<file path="config.mk">
export PLATFORM = sky130hd
export DESIGN_NAME = time_window_actuator_scheduler
export DESIGN_NICKNAME = d
export VERILOG_FILES = /design/src/rtl/core/twas_pkg.sv /design/src/rtl/core/time_window_actuator_scheduler.sv /design/src/rtl/core/twas_ctrl.sv /design/src/rtl/core/twas_dp.sv
export SDC_FILE = /design/constraint.sdc
export NUM_CORES = 1
export LEC_CHECK = 0
export ABC_AREA = 1
export BUFFER_PORTS_ARGS = -buffer_cell sky130_fd_sc_hd__buf_2
export CORE_MARGIN = 3
export CORE_UTILIZATION = 40
export DETAILED_ROUTE_END_ITERATION = 10
export PLACE_DENSITY_LB_ADDON = 0.1
export SLEW_MARGIN = 20
export SYNTH_ARGS = -nofsm -noshare
export SYNTH_HDL_FRONTEND = slang
export SYNTH_SLANG_ARGS = --single-unit
</file>
<file path="constraint.sdc">
create_clock -name clk -period 4.68 [get_ports clk]
set_input_delay 0.468 -clock clk [delete_from_list [all_inputs] [get_ports clk]]
set_output_delay 0.468 -clock clk [all_outputs]
set_load 0.05 [all_outputs]
</file>
<file path="src/rtl/core/twas_pkg.sv">
// Shared types, constants and helper functions for the time window actuator scheduler.
package twas_pkg;

  localparam int PROGRAM_SLOTS = 16;
  localparam int PTR_W = (PROGRAM_SLOTS > 1) ? $clog2(PROGRAM_SLOTS) : 1;
  localparam int TOT_W = $clog2(PROGRAM_SLOTS + 1);

  localparam int MIN_W = 11;
  localparam int LVL_W = 10;
  localparam int CMD_W = 4;
  localparam int CFG_IDX_W = 3;
  localparam int CFG_DATA_W = 11;
  localparam int LOADED_W = 5;

  localparam logic [LVL_W-1:0] REFILL_RESET = LVL_W'(820);
  localparam logic [LVL_W-1:0] FAULT_RESET = LVL_W'(50);

  typedef enum logic [CMD_W-1:0] {
    CMD_TICK        = 4'd0,
    CMD_FEED_ON     = 4'd1,
    CMD_FEED_OFF    = 4'd2,
    CMD_WATER_ON    = 4'd3,
    CMD_WATER_OFF   = 4'd4,
    CMD_LAMP_ON     = 4'd5,
    CMD_LAMP_OFF    = 4'd6,
    CMD_WATER_STOP  = 4'd7,
    CMD_FEED_STOP   = 4'd8,
    CMD_LOAD_BEGIN  = 4'd9,
    CMD_LOAD_ENTRY  = 4'd10,
    CMD_LOAD_END    = 4'd11,
    CMD_STATUS      = 4'd12
  } cmd_t;

  typedef enum logic [CFG_IDX_W-1:0] {
    CFG_LAMP_START = 3'd0,
    CFG_LAMP_END   = 3'd1,
    CFG_LAMP_SCHED = 3'd2,
    CFG_REFILL_THR = 3'd3,
    CFG_FAULT_THR  = 3'd4
  } cfg_idx_t;

  typedef struct packed {
    logic [MIN_W-1:0] start_min;
    logic [MIN_W-1:0] end_min;
    logic             enabled;
    logic             is_water;
  } entry_t;

  // controller -> datapath
  typedef struct packed {
    logic capture;
    logic scan_en;
    logic apply;
    logic out_load;
  } ctrl_cmd_t;

  // datapath -> controller
  typedef struct packed {
    logic is_tick;
    logic scan_done;
  } dp_status_t;

  // [s, e) window; wraps past midnight when e < s, never active when s == e
  function automatic logic in_window(logic [MIN_W-1:0] m, logic [MIN_W-1:0] s,
                                     logic [MIN_W-1:0] e);
    if (e < s) begin
      return (m >= s) || (m < e);
    end
    return (m >= s) && (m < e);
  endfunction

endpackage

</file>
<file path="src/rtl/core/time_window_actuator_scheduler.sv">
// Top level of the time window actuator scheduler: controller plus datapath.
//
// Input channel (in_valid/in_ready): one beat carries a command with its tick
// fields (minute of day, raw level) and its load-entry fields. Output channel
// (out_valid/out_ready): exactly one result beat per input beat, holding the
// actuator and status flags after that command.
// Config port: cfg_we writes cfg_data into register cfg_index
// (0 lamp start, 1 lamp end, 2 lamp schedule enable, 3 refill threshold,
// 4 sensor fault threshold; other indexes are dropped). Write only when idle.
// Sequence: a command is accepted in S_IDLE and passes S_SCAN, S_APPLY and
// S_EMIT in turn; a tick over N loaded entries (at most 16) stays in S_SCAN
// while the scan reads the program table one entry per cycle
// through its single registered read port. A new beat is taken the cycle
// after the result is loaded, so items are worked on one at a time.
// A result that the receiver stalls sits in the output register; the next
// item is still accepted and worked on, and waits only to load its result.
// Reset (rst, synchronous): table empty, actuators and overrides off, both
// program kinds allowed, thresholds 820 / 50, lamp schedule off. Table
// contents need no clearing; only entries below the loaded count are read.
module time_window_actuator_scheduler
  import twas_pkg::*;
(
  input  logic                  clk,
  input  logic                  rst,
  input  logic                  cfg_we,
  input  logic [CFG_IDX_W-1:0]  cfg_index,
  input  logic [CFG_DATA_W-1:0] cfg_data,
  input  logic                  in_valid,
  output logic                  in_ready,
  input  logic [CMD_W-1:0]      command,
  input  logic [MIN_W-1:0]      minute_of_day,
  input  logic [LVL_W-1:0]      level_raw,
  input  logic [MIN_W-1:0]      entry_start_minute,
  input  logic [MIN_W-1:0]      entry_end_minute,
  input  logic                  entry_enabled,
  input  logic                  entry_is_water,
  output logic                  out_valid,
  input  logic                  out_ready,
  output logic                  feeding_active,
  output logic                  water_active,
  output logic                  refill_active,
  output logic                  lamp_active,
  output logic                  indicator_led,
  output logic                  feed_programs_on,
  output logic                  water_programs_on,
  output logic [LOADED_W-1:0]   programs_loaded
);

  ctrl_cmd_t  cmd;
  dp_status_t status;

  // sequencing: accept, scan (ticks only), update, result beat
  twas_ctrl u_ctrl (
    .clk       (clk),
    .rst       (rst),
    .in_valid  (in_valid),
    .in_ready  (in_ready),
    .out_valid (out_valid),
    .out_ready (out_ready),
    .status    (status),
    .cmd       (cmd)
  );

  // table, window compare, actuator state and result register
  twas_dp u_dp (
    .clk                (clk),
    .rst                (rst),
    .cmd                (cmd),
    .status             (status),
    .cfg_we             (cfg_we),
    .cfg_index          (cfg_index),
    .cfg_data           (cfg_data),
    .command            (command),
    .minute_of_day      (minute_of_day),
    .level_raw          (level_raw),
    .entry_start_minute (entry_start_minute),
    .entry_end_minute   (entry_end_minute),
    .entry_enabled      (entry_enabled),
    .entry_is_water     (entry_is_water),
    .feeding_active     (feeding_active),
    .water_active       (water_active),
    .refill_active      (refill_active),
    .lamp_active        (lamp_active),
    .indicator_led      (indicator_led),
    .feed_programs_on   (feed_programs_on),
    .water_programs_on  (water_programs_on),
    .programs_loaded    (programs_loaded)
  );

endmodule

</file>
<file path="src/rtl/core/twas_ctrl.sv">
// Sequencer for the scheduler: capture, table scan, state update, result beat.
module twas_ctrl
  import twas_pkg::*;
(
  input  logic       clk,
  input  logic       rst,
  input  logic       in_valid,
  output logic       in_ready,
  output logic       out_valid,
  input  logic       out_ready,
  input  dp_status_t status,
  output ctrl_cmd_t  cmd
);

  typedef enum logic [3:0] {
    S_IDLE  = 4'b0001,
    S_SCAN  = 4'b0010,
    S_APPLY = 4'b0100,
    S_EMIT  = 4'b1000
  } state_t;

  state_t state;
  state_t state_next;
  logic   out_slot_free;

  assign in_ready      = (state == S_IDLE);
  assign out_slot_free = !out_valid || out_ready;

  always_comb begin
    state_next   = state;
    cmd          = '0;
    case (state)
      S_IDLE: begin
        if (in_valid) begin
          cmd.capture = 1'b1;
          state_next  = S_SCAN;
        end
      end
      S_SCAN: begin
        if (!status.is_tick || status.scan_done) begin
          state_next = S_APPLY;
        end else begin
          cmd.scan_en = 1'b1;
        end
      end
      S_APPLY: begin
        cmd.apply  = 1'b1;
        state_next = S_EMIT;
      end
      S_EMIT: begin
        if (out_slot_free) begin
          cmd.out_load = 1'b1;
          state_next   = S_IDLE;
        end
      end
      default: state_next = S_IDLE;
    endcase
  end

  always_ff @(posedge clk) begin
    if (rst) begin
      state     <= S_IDLE;
      out_valid <= 1'b0;
    end else begin
      state <= state_next;
      if (cmd.out_load) begin
        out_valid <= 1'b1;
      end else if (out_ready) begin
        out_valid <= 1'b0;
      end
    end
  end

endmodule

</file>
<file path="src/rtl/core/twas_dp.sv">
// Datapath: config registers, program table, scan, actuator state, result register.
module twas_dp
  import twas_pkg::*;
(
  input  logic                  clk,
  input  logic                  rst,
  input  ctrl_cmd_t             cmd,
  output dp_status_t            status,
  input  logic                  cfg_we,
  input  logic [CFG_IDX_W-1:0]  cfg_index,
  input  logic [CFG_DATA_W-1:0] cfg_data,
  input  logic [CMD_W-1:0]      command,
  input  logic [MIN_W-1:0]      minute_of_day,
  input  logic [LVL_W-1:0]      level_raw,
  input  logic [MIN_W-1:0]      entry_start_minute,
  input  logic [MIN_W-1:0]      entry_end_minute,
  input  logic                  entry_enabled,
  input  logic                  entry_is_water,
  output logic                  feeding_active,
  output logic                  water_active,
  output logic                  refill_active,
  output logic                  lamp_active,
  output logic                  indicator_led,
  output logic                  feed_programs_on,
  output logic                  water_programs_on,
  output logic [LOADED_W-1:0]   programs_loaded
);

  // configuration
  logic [MIN_W-1:0] lamp_start;
  logic [MIN_W-1:0] lamp_end;
  logic             lamp_sched;
  logic [LVL_W-1:0] refill_thr;
  logic [LVL_W-1:0] fault_thr;

  // captured item
  cmd_t             cmd_r;
  logic [MIN_W-1:0] minute;
  logic [LVL_W-1:0] level;
  entry_t           entry_in;

  // program table
  entry_t           table_mem [PROGRAM_SLOTS];
  entry_t           rd_data;
  logic             rd_vld;
  logic [TOT_W-1:0] scan_idx;
  logic             any_feed;
  logic             any_water;
  logic             wr_en;

  // actuator state
  logic [TOT_W-1:0] total;
  logic             feeder_on, pump_on, refill_on, lamp_on, led_on;
  logic             feeder_ovr, pump_ovr, lamp_ovr;
  logic             feed_allow, water_allow;

  logic [TOT_W-1:0] total_next;
  logic             feeder_on_next, pump_on_next, refill_on_next, lamp_on_next;
  logic             led_on_next, feeder_ovr_next, pump_ovr_next, lamp_ovr_next;
  logic             feed_allow_next, water_allow_next;
  logic             lamp_want;
  logic             rd_hit;

  assign status.is_tick   = (cmd_r == CMD_TICK);
  assign status.scan_done = (scan_idx == total) && !rd_vld;

  always_ff @(posedge clk) begin
    if (rst) begin
      lamp_start <= '0;
      lamp_end   <= '0;
      lamp_sched <= 1'b0;
      refill_thr <= REFILL_RESET;
      fault_thr  <= FAULT_RESET;
    end else if (cfg_we) begin
      case (cfg_idx_t'(cfg_index))
        CFG_LAMP_START: lamp_start <= cfg_data[MIN_W-1:0];
        CFG_LAMP_END:   lamp_end   <= cfg_data[MIN_W-1:0];
        CFG_LAMP_SCHED: lamp_sched <= cfg_data[0];
        CFG_REFILL_THR: refill_thr <= cfg_data[LVL_W-1:0];
        CFG_FAULT_THR:  fault_thr  <= cfg_data[LVL_W-1:0];
        default: ;
      endcase
    end
  end

  always_ff @(posedge clk) begin
    if (cmd.capture) begin
      cmd_r              <= cmd_t'(command);
      minute             <= minute_of_day;
      level              <= level_raw;
      entry_in.start_min <= entry_start_minute;
      entry_in.end_min   <= entry_end_minute;
      entry_in.enabled   <= entry_enabled;
      entry_in.is_water  <= entry_is_water;
    end
  end

  // scan: one entry read per cycle, evaluated the cycle after
  assign rd_hit = rd_data.enabled
                  && (rd_data.is_water ? water_allow : feed_allow)
                  && in_window(minute, rd_data.start_min, rd_data.end_min);

  always_ff @(posedge clk) begin
    if (rst) begin
      scan_idx <= '0;
      rd_vld   <= 1'b0;
    end else if (cmd.capture) begin
      scan_idx <= '0;
      rd_vld   <= 1'b0;
    end else if (cmd.scan_en && (scan_idx < total)) begin
      scan_idx <= scan_idx + TOT_W'(1);
      rd_vld   <= 1'b1;
    end else begin
      rd_vld <= 1'b0;
    end
  end

  always_ff @(posedge clk) begin
    if (cmd.capture) begin
      any_feed  <= 1'b0;
      any_water <= 1'b0;
    end else if (rd_vld && rd_hit) begin
      if (rd_data.is_water) begin
        any_water <= 1'b1;
      end else begin
        any_feed <= 1'b1;
      end
    end
  end

  always_ff @(posedge clk) begin
    if (cmd.scan_en && (scan_idx < total)) begin
      rd_data <= table_mem[scan_idx[PTR_W-1:0]];
    end
    if (wr_en) begin
      table_mem[total[PTR_W-1:0]] <= entry_in;
    end
  end

  assign lamp_want = in_window(minute, lamp_start, lamp_end);

  always_comb begin
    total_next       = total;
    feeder_on_next   = feeder_on;
    pump_on_next     = pump_on;
    refill_on_next   = refill_on;
    lamp_on_next     = lamp_on;
    led_on_next      = led_on;
    feeder_ovr_next  = feeder_ovr;
    pump_ovr_next    = pump_ovr;
    lamp_ovr_next    = lamp_ovr;
    feed_allow_next  = feed_allow;
    water_allow_next = water_allow;
    wr_en            = 1'b0;
    case (cmd_r)
      CMD_TICK: begin
        refill_on_next = (level < fault_thr) || (level > refill_thr);
        if (any_feed && !feeder_on) begin
          feeder_ovr_next = 1'b0;
          feeder_on_next  = 1'b1;
          led_on_next     = 1'b1;
        end else if (!any_feed && feeder_on && !feeder_ovr) begin
          feeder_on_next = 1'b0;
          led_on_next    = 1'b0;
        end
        if (any_water && !pump_on) begin
          pump_ovr_next = 1'b0;
          pump_on_next  = 1'b1;
          led_on_next   = 1'b1;
        end else if (!any_water && pump_on && !pump_ovr) begin
          pump_on_next = 1'b0;
          led_on_next  = 1'b0;
        end
        // a manual lamp-on holds against the schedule
        if (lamp_sched && !(lamp_ovr && lamp_on)) begin
          if (lamp_want && !lamp_on) begin
            lamp_on_next = 1'b1;
          end else if (!lamp_want && lamp_on && !lamp_ovr) begin
            lamp_on_next = 1'b0;
          end
        end
      end
      CMD_FEED_ON: begin
        feeder_on_next  = 1'b1;
        feeder_ovr_next = 1'b1;
        led_on_next     = 1'b1;
      end
      CMD_FEED_OFF: begin
        feeder_on_next  = 1'b0;
        feeder_ovr_next = 1'b0;
        led_on_next     = 1'b0;
      end
      CMD_WATER_ON: begin
        pump_on_next  = 1'b1;
        pump_ovr_next = 1'b1;
        led_on_next   = 1'b1;
      end
      CMD_WATER_OFF: begin
        pump_on_next  = 1'b0;
        pump_ovr_next = 1'b0;
        led_on_next   = 1'b0;
      end
      CMD_LAMP_ON: begin
        lamp_on_next  = 1'b1;
        lamp_ovr_next = 1'b1;
      end
      CMD_LAMP_OFF: begin
        lamp_on_next  = 1'b0;
        lamp_ovr_next = 1'b0;
      end
      CMD_WATER_STOP: begin
        pump_on_next     = 1'b0;
        pump_ovr_next    = 1'b0;
        water_allow_next = 1'b0;
        led_on_next      = 1'b0;
      end
      CMD_FEED_STOP: begin
        feeder_on_next  = 1'b0;
        feeder_ovr_next = 1'b0;
        feed_allow_next = 1'b0;
        led_on_next     = 1'b0;
      end
      CMD_LOAD_BEGIN: total_next = '0;
      CMD_LOAD_ENTRY: begin
        if (total < TOT_W'(PROGRAM_SLOTS)) begin
          wr_en      = cmd.apply;
          total_next = total + TOT_W'(1);
          if (entry_in.is_water) begin
            water_allow_next = 1'b1;
          end else begin
            feed_allow_next = 1'b1;
          end
        end
      end
      CMD_LOAD_END: begin
        feeder_on_next  = 1'b0;
        pump_on_next    = 1'b0;
        feeder_ovr_next = 1'b0;
        pump_ovr_next   = 1'b0;
      end
      default: ;
    endcase
  end

  always_ff @(posedge clk) begin
    if (rst) begin
      total       <= '0;
      feeder_on   <= 1'b0;
      pump_on     <= 1'b0;
      refill_on   <= 1'b0;
      lamp_on     <= 1'b0;
      led_on      <= 1'b0;
      feeder_ovr  <= 1'b0;
      pump_ovr    <= 1'b0;
      lamp_ovr    <= 1'b0;
      feed_allow  <= 1'b1;
      water_allow <= 1'b1;
    end else if (cmd.apply) begin
      total       <= total_next;
      feeder_on   <= feeder_on_next;
      pump_on     <= pump_on_next;
      refill_on   <= refill_on_next;
      lamp_on     <= lamp_on_next;
      led_on      <= led_on_next;
      feeder_ovr  <= feeder_ovr_next;
      pump_ovr    <= pump_ovr_next;
      lamp_ovr    <= lamp_ovr_next;
      feed_allow  <= feed_allow_next;
      water_allow <= water_allow_next;
    end
  end

  always_ff @(posedge clk) begin
    if (cmd.out_load) begin
      feeding_active    <= feeder_on;
      water_active      <= pump_on;
      refill_active     <= refill_on;
      lamp_active       <= lamp_on;
      indicator_led     <= led_on;
      feed_programs_on  <= feed_allow;
      water_programs_on <= water_allow;
      programs_loaded   <= LOADED_W'(total);
    end
  end

endmodule
</file>
### Word-level counts from Yosys, hierarchy flattened

Memory sizes are Yosys's and may differ from the RTL's. A register that Yosys moved wholly into a read port is not among the register bits.
Index checks and enable logic that the tools add are counted.

* register bits after elaboration: 132
* bits in writable memories: 384
* output and inout bits: 14
* memories kept: 1

* $add $sub $neg: 2
* order comparisons: 10
* equality and inequality tests: 33
* mux-type cells: 51
* bitwise operators: 1
* reductions and logical operators: 71

Memory list
* u_dp.table_mem: words 16, bits a word 24, rd ports 1, clocked after memory_dff 1, write ports 1, RTL line twas_dp.sv:43 `entry_t table_mem [PROGRAM_SLOTS];`

Operators with widths (count)
* $lt 11x11->1: 4
* $mux 1: 36
* $ge 11x11->1: 2
* $reduce_and 3->1: 7
* $eq 4x3->1 const B: 5
* $eq 4x4->1 const B: 5
* $logic_and 1x1->1: 18
* $pmux 1 s3: 6
* $reduce_and 2->1: 9
* $pmux 4 s4: 1
* $ne 2x1->1 const B: 7
* $logic_not 1->1: 13
* $eq 4x2->1 const B: 3
* $mux 4: 3
* $reduce_and 4->1: 3
* $reduce_bool 3->1: 4
* $add 5x1->5 const B: 2
* $gt 10x10->1: 1
* $lt 10x10->1: 1
* $pmux 5 s2: 1
* $reduce_bool 2->1: 5
* $ne 3x1->1 const B: 3
* $eq 4x1->1 const B: 2
* $eq 3x2->1 const B: 2
* 16 further kinds: 25

### Logic depth before layout (Yosys ltp)

Gate-level depths: netlist of the first run.

* word-level depth: 11
* depth in mapped cells: 17
* mapped depth without buffers: 17

### By module

From an unflattened synthesis of the first run, not the netlist that was laid out.

* cells, all modules: 1854
* area total of the unflattened synthesis: 22686.8 um^2

By module, submodules not included
* twas_dp: times used 1, cells each 1811, area each 22416.5 um^2
* twas_ctrl: times used 1, cells each 43, area each 270.3 um^2

### Worst setup path before layout of the first run

Ideal clock, no wire load.

* path type: register -> register
* start: register u_ctrl.state[2]
* end: register u_dp.scan_idx[2]
* data arrival time: 3.215 ns
* path slack: 1.341 ns
* stages on the path, launching flop included: 7
* buffers on the path: 0
* cells stage by stage: dfxtp_1 > nor2_1 > nand3_1 > nor2_1 > inv_1 > nand2_1 > nor3_1

RTL lines
* start: declaration: RTL line twas_ctrl.sv:22 `state_t state;`
* start signal: assignment: RTL line twas_ctrl.sv:65 `state <= state_next;`
* end signal: assignment: RTL line twas_dp.sv:111 `scan_idx <= scan_idx + TOT_W'(1);`
* end: declaration: RTL line twas_dp.sv:46 `logic [TOT_W-1:0] scan_idx;`

### Final worst setup path of the first run

* start: register u_dp.cmd_r[0]
* end: memory u_dp.table_mem[11][8] (netlist bit), enable pin

* longest elaborated chain between the ends: 4

Ends and longest elaborated chain
* start: declaration: RTL line twas_dp.sv:37 `cmd_t cmd_r;`
* start signal: assignment: RTL line twas_dp.sv:88 `cmd_r <= cmd_t'(command);`
* $eq 4x4->1: RTL line twas_dp.sv:155 `case (cmd_r)`
* $mux 1: RTL line twas_dp.sv:155
* $mux 1: RTL line twas_dp.sv:135 `if (wr_en) begin`
* $mux 1 (implied by the code): RTL line twas_dp.sv:136 `table_mem[total[PTR_W-1:0]] <= entry_in;`
* end: declaration: RTL line twas_dp.sv:43

Every way passes these cells.

==> impl_metrics.env, run 1 <==
export IMPL_cts_resized=0
export IMPL_min_period_over_period=0.624
export IMPL_min_path_cells=1
export IMPL_min_delay_path_class="primary input to register"
export IMPL_dpl_hpwl_um=33700
export IMPL_synth_simple_area_share=0.103
export IMPL_cts_setup_buffers=0
export IMPL_end_kind="register"
export IMPL_rsz0062_at_grt="false"
export IMPL_root_buffer="clkbuf_16"
export IMPL_switching_share=0.219
export IMPL_grt_max_degree=157
export IMPL_syn_inst=1850
export IMPL_avgViaCountPerCell=5.24
export IMPL_place_ws_ns=1.73
export IMPL_crit_top_cell="nor2_4"
export IMPL_required_ns=4.90
export IMPL_clock_fmax_mhz=342
export IMPL_finalHoldViolCount=0
export IMPL_crit_type="register to register"
export IMPL_cts_buffers=58
export IMPL_worst_slew_pin_slew_ns=1.01
export IMPL_whs_endpoint="u_dp.level[9]"
export IMPL_initial_core_util=0.407
export IMPL_clk_latency_ns=0.62
export IMPL_synth_seq_cells=540
export IMPL_areaGrowthSynthToFinish_pct=15.3
export IMPL_postCtsHoldBufs=37
export IMPL_design_area_um2=26100
export IMPL_synth_compound_area_frac=0.105
export IMPL_overflow=0
export IMPL_intPower_mw=7.92
export IMPL_power_frac_comb=0.033
export IMPL_max_slew_margin_rel=0.325
export IMPL_mostFrequentLayoutCell="edfxtp_1"
export IMPL_place_gp_congestion=0.781
export IMPL_final_util=0.469
export IMPL_grt_pass1_vias=14400
export IMPL_synth_async_reset_ratio=0
export IMPL_rows=86
export IMPL_outcome="finished, final reports clean"
export IMPL_leakage_nw=9.11
export IMPL_finClkSkew_ns=0.0297
export IMPL_dominantRegCellSynth="edfxtp_1"
export IMPL_die_area_um2=59400
export IMPL_drt_initial_drc_count=1287
export IMPL_htreeDepth=2
export IMPL_ys_seq_area_frac=0.686
export IMPL_synth_xor_area_share=0
export IMPL_p_switching_mw=2.22
export IMPL_finalSetupTns_ns=0
export IMPL_power_density_nw_per_um2=389
export IMPL_dieHeight_um=244
export IMPL_power_mw=10.1
export IMPL_drc=0
export IMPL_grtUsageTotal=0.186
export IMPL_final_cell_mix="edfxtp_1 (469), nor2_1 (280), nand2_1 (170)"
export IMPL_final_cells=2750
export IMPL_wl_um=55300
export IMPL_pwr_share_clk=0.433
export IMPL_maxSlewViolCount=0
export IMPL_hp_start="level_raw[9]"
export IMPL_dpl_cell_count=2606
export IMPL_antenna_cells=0
export IMPL_cts_tree="yes"
export IMPL_fin_ws_ns=1.76
export IMPL_fillerInstances=5061
export IMPL_vias=14400
export IMPL_setup_viol=0
export IMPL_synthMuxAreaShare=0.0168
export IMPL_num_io_pins=82
export IMPL_yosysUniqueCellTypes=44
export IMPL_reg2reg_to="u_dp.table_mem[11][8]"
export IMPL_layout_drive_gt1_share=0.110
export IMPL_synth_top_family_by_area="compound AO/OA/AOI/OAI gates"
export IMPL_clkSinkCount=540
export IMPL_r2r_start="u_dp.cmd_r[0]"
export IMPL_cp_max_fo=24
export IMPL_multi_input_area_um2=6350
export IMPL_wl_per_cell_um=20.1
export IMPL_core_um2=55500
export IMPL_timing_hold_ws_ns=0.0437
export IMPL_cp_cell_sequence="nor2_1 -> inv_1 -> nor2_4 -> inv_2 -> nor3_2 -> nand2_1 -> nor2_4"
export IMPL_port_buffers=81
export IMPL_rrSetupSlack_ns=1.76
export IMPL_critPathArrivalTime_ns=3.14
export IMPL_worst_r2r_path_depth=7
export IMPL_yosys_warnings=0
export IMPL_syn_area_per_cell_um2=12.2
export IMPL_die_w_um=244
export IMPL_slowest_delay_ns=0.84
export IMPL_postRouteAntennaNets=0
export IMPL_clk_pin_slew_ns=0.06
export IMPL_syn_area_um2=22600
export IMPL_synth_fp_nets=2009
export IMPL_seqCellArea_um2=15500
export IMPL_placed_area_um2=23900
export IMPL_cap_violations=0
export IMPL_grt_pass1_wl_um=85000
export IMPL_period_minus_slack_ns=2.92
export IMPL_seqPwrFrac=0.535
export IMPL_clk_path_buf_depth=3
export IMPL_antenna_found_initial=0
export IMPL_vdd_drop_max_mv=0.305
export IMPL_crit_path_start_kind="register"
export IMPL_layout_nets=2115
export IMPL_synth_edf_count=469
export IMPL_synthAdderAreaFrac=0.0504
export IMPL_cp_slowest_cell="nor2_4"
export IMPL_first_pass_iters=5
-- cells in the mapped netlist, types with 3 or more instances --
| library cell | number | area [µm²] |
|---|---|---|
| o221ai_1 | 38 | 333 |
| buf_1 | 5 | 18.8 |
| dfxtp_1 | 71 | 1420 |
| inv_1 | 139 | 522 |
| nand3_1 | 70 | 350 |
| inv_2 | 10 | 37.5 |
| buf_2 | 16 | 80.1 |
| nand4_1 | 3 | 18.8 |
| o21ai_0 | 154 | 771 |
| nor2_4 | 4 | 45.0 |
| mux2i_1 | 38 | 380 |
| o21a_1 | 3 | 22.5 |
| nand2_1 | 170 | 638 |
| nor3_1 | 13 | 65.1 |
| o32ai_1 | 58 | 508 |
| edfxtp_1 | 469 | 14100 |
| o211ai_1 | 19 | 143 |
| a21oi_1 | 91 | 455 |
| ha_1 | 91 | 1140 |
| a211oi_1 | 4 | 30.0 |
| nor2_1 | 298 | 1120 |
| clkbuf_1 | 60 | 225 |
-- metal layers --
| layer | vias up | part of all wire | GRT usage |
|---|---|---|---|
| met1 | 7099 | 0.46 | 0.254 |
| met4 | 0 | 0.024 | 0.0528 |
| met2 | 304 | 0.48 | 0.308 |
| li1 | 6920 | - | - |
| met3 | 93 | 0.044 | 0.0300 |
| met5 | - | 0 | 0 |
-- worst max-delay path by stage --
| stage | start | to | cells after the start |
|---|---|---|---|
| 5_1_grt | u_dp.cmd_r[2] | u_dp.table_mem[11][11] | 7 |
| 4_1_cts | u_dp.cmd_r[0] | u_dp.table_mem[11][8] | 7 |
| 2_1_floorplan | u_ctrl.state[2] | u_dp.scan_idx[2] | 6 |
| 6_report | u_dp.cmd_r[0] | u_dp.table_mem[11][8] | 7 |
| 3_5_place_dp | u_dp.cmd_r[0] | u_dp.table_mem[11][11] | 7 |
| 3_3_place_gp | u_dp.cmd_r[2] | u_dp.table_mem[8][9] | 7 |
-- final cells by class --
class                   instances  share of cell area
clock buffers                  71              0.0584
flip-flops and latches        540               0.595
well taps                     748              0.0359
multi-input cells            1078               0.244
inverters                     150              0.0217
clock inverters                35              0.0112
repair buffers                128              0.0341
-- critical path, delay by kind of cell, from the launching register on --
kind / cells / cell delay [ns]
DFF: 1 / 0.45
buffers and inverters: 2 / 0.19
and+or+nand+nor: 5 / 1.86
-- power by group through the flow --
| stage | logic (mW) | clock network, mW | registers [mW] |
|---|---|---|---|
| 4_1_cts | 0.336 | 4.52 | 5.42 |
| 6_report | 0.334 | 4.39 | 5.42 |
| 3_3_place_gp | 0.301 | 0 | 5.52 |
| 5_1_grt | 0.388 | 4.69 | 5.43 |
| 3_5_place_dp | 0.310 | 0 | 5.53 |
| 2_1_floorplan | 0.198 | 0 | 5.47 |
-- kinds of logic after synthesis --
kind of cell    after synthesis
mux                          38
flops                       540
fa+ha+maj                    91
compound gates              380
simple gates                569
buf+inv                     232
-- sequential cells by signal, indices dropped and copies added, names as in the netlist, 4 cells and up --
name,count
u_dp.programs_loaded,5
u_dp.entry_in,24
u_dp.refill_thr,10
u_dp.minute,11
u_dp.lamp_start,11
u_dp.rd_data,24
u_dp.fault_thr,10
u_ctrl.state,4
u_dp.level,10
u_dp.lamp_end,11
u_dp.table_mem,384
u_dp.scan_idx,5
u_dp.cmd_r,4
u_dp.total,5
No activity file was read; power rests on OpenSTA's default activity.
==> run 2: changes to the inputs <==
==> constraint.sdc (replaced) <==
create_clock -name clk -period 3 [get_ports clk]
set_input_delay 0.3 -clock clk [delete_from_list [all_inputs] [get_ports clk]]
set_output_delay 0.3 -clock clk [all_outputs]
set_load 0.05 [all_outputs]
==> run 2 against run 1 <==
Net effect: via count up 2.1%; die area unchanged; flip-flop and latch count unchanged; sequential power up 56%; clock power up 64%; non-clock buffer count up 45; critical path type unchanged; largest power group unchanged.
==> impl_metrics.env, run 2 (synthesis gave the netlist of run 1 again) <==
export IMPL_outcome="finished, final reports clean"
export IMPL_clkSinkCount=540
export IMPL_drc=0
export IMPL_htreeDepth=2
export IMPL_rsz0062_at_grt="false"
export IMPL_drt_initial_drc_count=1076
export IMPL_wl_um=55900
export IMPL_port_buffers=81
export IMPL_num_io_pins=82
export IMPL_end_kind="register"
export IMPL_rows=86
export IMPL_vias=14700
export IMPL_r2r_start="u_dp.cmd_r[0]"
export IMPL_crit_type="register to register"
export IMPL_overflow=0
export IMPL_hp_start="cfg_data[5]"
export IMPL_grtUsageTotal=0.188
export IMPL_avgViaCountPerCell=5.26
export IMPL_placed_area_um2=24200
export IMPL_antenna_cells=0
export IMPL_dieHeight_um=244
export IMPL_power_density_nw_per_um2=605
export IMPL_clock_fmax_mhz=396
export IMPL_min_delay_path_class="primary input to register"
export IMPL_timing_hold_ws_ns=0.0346
export IMPL_wl_per_cell_um=20.0
export IMPL_clk_pin_slew_ns=0.06
export IMPL_maxSlewViolCount=0
export IMPL_grt_pass1_vias=14700
export IMPL_finClkSkew_ns=0.0306
export IMPL_first_pass_iters=5
export IMPL_worst_slew_pin_slew_ns=0.757
export IMPL_root_buffer="clkbuf_16"
export IMPL_crit_path_start_kind="register"
export IMPL_required_ns=3.26
export IMPL_layout_drive_gt1_share=0.120
export IMPL_layout_nets=2160
export IMPL_vdd_drop_max_mv=0.526
export IMPL_max_slew_margin_rel=0.495
export IMPL_cp_max_fo=24
export IMPL_min_period_over_period=0.842
export IMPL_largest_reg_flops=384
export IMPL_final_cells=2799
export IMPL_setup_viol=0
export IMPL_dpl_hpwl_um=35600
export IMPL_finalHoldViolCount=0
export IMPL_period_minus_slack_ns=2.53
export IMPL_grt_max_degree=121
export IMPL_cts_buffers=58
export IMPL_cap_violations=0
export IMPL_postRouteAntennaNets=0
export IMPL_die_area_um2=59400
export IMPL_final_cell_mix="edfxtp_1 (469), nor2_1 (280), nand2_1 (170)"
export IMPL_finalSetupTns_ns=0
export IMPL_antenna_found_initial=1
export IMPL_mostFrequentLayoutCell="edfxtp_1"
export IMPL_areaGrowthSynthToFinish_pct=18.2
export IMPL_leakage_nw=9.41
export IMPL_postCtsHoldBufs=56
export IMPL_grt_pass1_wl_um=86300
export IMPL_critPathArrivalTime_ns=2.79
export IMPL_design_area_um2=26700
export IMPL_cts_tree="yes"
export IMPL_startpoint="u_dp.cmd_r[0]"
export IMPL_clk_latency_ns=0.62
export IMPL_die_w_um=244
export IMPL_place_gp_congestion=0.821
export IMPL_cts_resized=0
export IMPL_clk_path_buf_depth=3
export IMPL_core_um2=55500
export IMPL_dpl_cell_count=2633
export IMPL_initial_core_util=0.407
export IMPL_cts_setup_buffers=0
[run 2: cell count changes in the layout (fill, tap and decap cells not counted), moves of 2 or more]
cell and change:
clkinv_1 +6, bufinv_16 +5, dlygate4sd3_1 +19, buf_12 +13, buf_4 +13, clkbuf_1 -2
clkinv_2 -4
[run 2: per-layer routing]
metal,up-vias,part of all wire,wire length [µm],GRT usage
met3,93,0.055,3090,0.0316
met1,7239,0.45,25300,0.258
met4,0,0.024,1340,0.0515
li1,7017,-,-,-
met2,363,0.47,26200,0.310
met5,-,0,0,0
[run 2: metrics by stage]
| step | util | power, mW | worst slack (ns) |
|---|---|---|---|
| finish | 0.481 | 16.2 | 0.474 |
| global route | 0.481 | 16.8 | 0.310 |
| detailed placement | 0.437 | 9.11 | 0.482 |
| CTS | 0.481 | 16.4 | 0.466 |
| global placement | 0.437 | 9.10 | 0.461 |
| floorplan | - | 8.84 | 0.375 |
[run 2: worst max-delay path, cell delays in order (launching register included)]
cell and delay, ns:
edfxtp_1 0.44, nor2_1 0.18, inv_1 0.10, nor2_4 0.14
inv_2 0.09, nor3_2 0.34, nand2_1 0.37, nor2_4 0.15
buf_4 0.34
[run 2: worst paths after layout]
path	endpoint	slack, ns	cells after the start
max	u_dp.table_mem[12][9]	0.47	8
min	u_dp.refill_thr[5]	0.03	3
max reg2reg	u_dp.table_mem[12][9]	0.47	8
min reg2reg	u_dp.refill_active	0.43	0
[run 2: where the power goes]
part / leakage (nW) / internal [mW] / switching (mW)
clock: 0.939 / 4.24 / 2.94
sequential: 4.82 / 8.28 / 0.175
combinational: 3.65 / 0.216 / 0.327
[run 2: layout make-up]
type | instances | area (µm²)
clock buffer | 68 | 1490
clock inverter | 42 | 439
fill | 4994 | 28800
inverter | 150 | 566
multi-input combinational | 1078 | 6350
sequential | 540 | 15500
tap | 748 | 936
timing repair buffer | 173 | 1440
==> run 3: changes to the inputs <==
==> constraint.sdc (replaced) <==
create_clock -name clk -period 2.3 [get_ports clk]
set_input_delay 0.23 -clock clk [delete_from_list [all_inputs] [get_ports clk]]
set_output_delay 0.23 -clock clk [all_outputs]
set_load 0.05 [all_outputs]
==> run 3 against run 2 <==
Net effect: critical path depth grew 1; die area is the same; cell count grew 1.1%; sequential power grew 30%; worst setup slack lost 0.35 ns; register-to-register slack lost 0.35 ns; non-clock buffer count grew 39; maximum frequency grew 16%; first-iteration DRC count shrank 5.9%; critical path type unchanged.
==> impl_metrics.env, run 3 (synthesis gave the netlist of run 1 again) <==
export IMPL_outcome="finished, final reports clean"
export IMPL_slowest_delay_ns=0.44
export IMPL_die_area_um2=59400
export IMPL_initial_core_util=0.407
export IMPL_maxSlewViolCount=0
export IMPL_worst_slew_pin_slew_ns=0.730
export IMPL_rsz0062_at_grt="false"
export IMPL_root_buffer="clkbuf_16"
export IMPL_cp_max_fo=7
export IMPL_grt_pass1_vias=14500
export IMPL_min_period_over_period=0.946
export IMPL_layout_nets=2198
export IMPL_htreeDepth=2
export IMPL_max_slew_margin_rel=0.514
export IMPL_cp_slowest_cell="edfxtp_1"
export IMPL_leakage_nw=9.54
export IMPL_grt_max_degree=82
export IMPL_crit_path_start_kind="register"
export IMPL_die_w_um=244
export IMPL_dieHeight_um=244
export IMPL_core_um2=55500
export IMPL_setup_viol=0
export IMPL_postRouteAntennaNets=0
export IMPL_final_cells=2831
export IMPL_drc=0
export IMPL_final_cell_mix="edfxtp_1 (469), nor2_1 (280), nand2_1 (170)"
export IMPL_vdd_drop_max_mv=0.596
export IMPL_drt_initial_drc_count=1013
export IMPL_areaGrowthSynthToFinish_pct=19.5
export IMPL_intPower_mw=16.0
export IMPL_cap_violations=0
export IMPL_final_util=0.487
export IMPL_clkSinkCount=540
export IMPL_rrSetupSlack_ns=0.13
export IMPL_grt_pass1_wl_um=87600
export IMPL_place_gp_congestion=0.800
export IMPL_first_pass_iters=5
export IMPL_layout_drive_gt1_share=0.130
export IMPL_grtUsageTotal=0.193
export IMPL_switching_share=0.217
export IMPL_port_buffers=81
export IMPL_finalHoldViolCount=0
export IMPL_power_density_nw_per_um2=758
export IMPL_seqPwrFrac=0.539
export IMPL_placed_area_um2=24600
export IMPL_finalSetupTns_ns=0
export IMPL_num_io_pins=82
export IMPL_clock_fmax_mhz=460
export IMPL_power_mw=20.5
export IMPL_cp_cell_sequence="nor2_1 -> inv_1 -> nor2_4 -> inv_2 -> nor3_4 -> nand2_1 -> buf_4 -> nor2_4 -> buf_4"
export IMPL_pwr_share_clk=0.425
export IMPL_largest_reg_flops=384
export IMPL_fillerInstances=4909
export IMPL_wl_um=57800
export IMPL_cp_top_family="simple AND/OR/NAND/NOR gates"
export IMPL_vias=14700
export IMPL_cts_tree="yes"
export IMPL_period_minus_slack_ns=2.17
export IMPL_wl_per_cell_um=20.4
export IMPL_required_ns=2.61
export IMPL_dpl_cell_count=2661
export IMPL_antenna_cells=0
export IMPL_crit_type="register to register"
export IMPL_critPathArrivalTime_ns=2.49
export IMPL_dpl_hpwl_um=37800
export IMPL_cts_setup_buffers=0
export IMPL_end_kind="register"
export IMPL_rows=86
export IMPL_overflow=0
export IMPL_mostFrequentLayoutCell="edfxtp_1"
export IMPL_power_frac_comb=0.036
export IMPL_p_switching_mw=4.44
export IMPL_clk_latency_ns=0.62
export IMPL_cts_buffers=57
export IMPL_clk_path_buf_depth=3
export IMPL_design_area_um2=27000
export IMPL_min_delay_path_class="primary input to register"
export IMPL_cp_num_buf_inv=4
export IMPL_finClkSkew_ns=0.0184
export IMPL_antenna_found_initial=4
export IMPL_clk_pin_slew_ns=0.06
export IMPL_avgViaCountPerCell=5.18
run 3: worst paths after layout:
check                              startpoint                     to  cells after the start
worst min register to register    u_dp.led_on     u_dp.indicator_led                      0
worst max register to register  u_dp.cmd_r[0]  u_dp.table_mem[9][16]                      9
worst max-delay path            u_dp.cmd_r[0]  u_dp.table_mem[9][16]                      9
worst min-delay path                 in_valid        u_ctrl.state[0]                      4
run 3: through the flow:
stage               setup WS [ns]  hold slack [ns]
global route               0.0268           0.0250
finish                      0.125           0.0176
CTS                        0.0365          0.00318
detailed placement         0.0461            0.408
floorplan                  -0.325            0.329
global placement           0.0928            0.408
run 3: power groups by stage:
stage | sequential, mW | combinational (mW) | clock, mW
after CTS | 11.0 | 0.752 | 8.95
final | 11.0 | 0.737 | 8.71
after global placement | 11.2 | 0.647 | 0
after global routing | 11.0 | 0.847 | 9.37
after floorplan | 11.1 | 0.407 | 0
after detailed placement | 11.2 | 0.661 | 0
run 3: cell type report:
type	count	area, µm²	area share
inverters	150	569	0.0211
multi-input cells	1078	6360	0.235
well taps	748	936	0.0346
flip-flops and latches	540	15500	0.574
clock inverters	32	285	0.0106
repair buffers	212	1870	0.0693
clock buffers	71	1490	0.0551
run 3: routing by layer:
layer / up-vias / part of all wire / global-route usage
met2: 328 / 0.49 / 0.330
met3: 97 / 0.043 / 0.0280
met1: 7137 / 0.44 / 0.254
met4: 0 / 0.030 / 0.0653
li1: 7094 / - / -
met5: - / 0 / 0
run 3: what timing repair did:
item	in CTS	in global routing
hold buffers	67	0
endpoints found under the hold margin	92	0
setup endpoints to repair	0	309
gates resized for setup	0	2
run 3: tightest hold or removal path, stage by stage:
cell      delay (ns)
buf_2           0.07
inv_1           0.06
nand2_1         0.11
o211ai_1        0.10
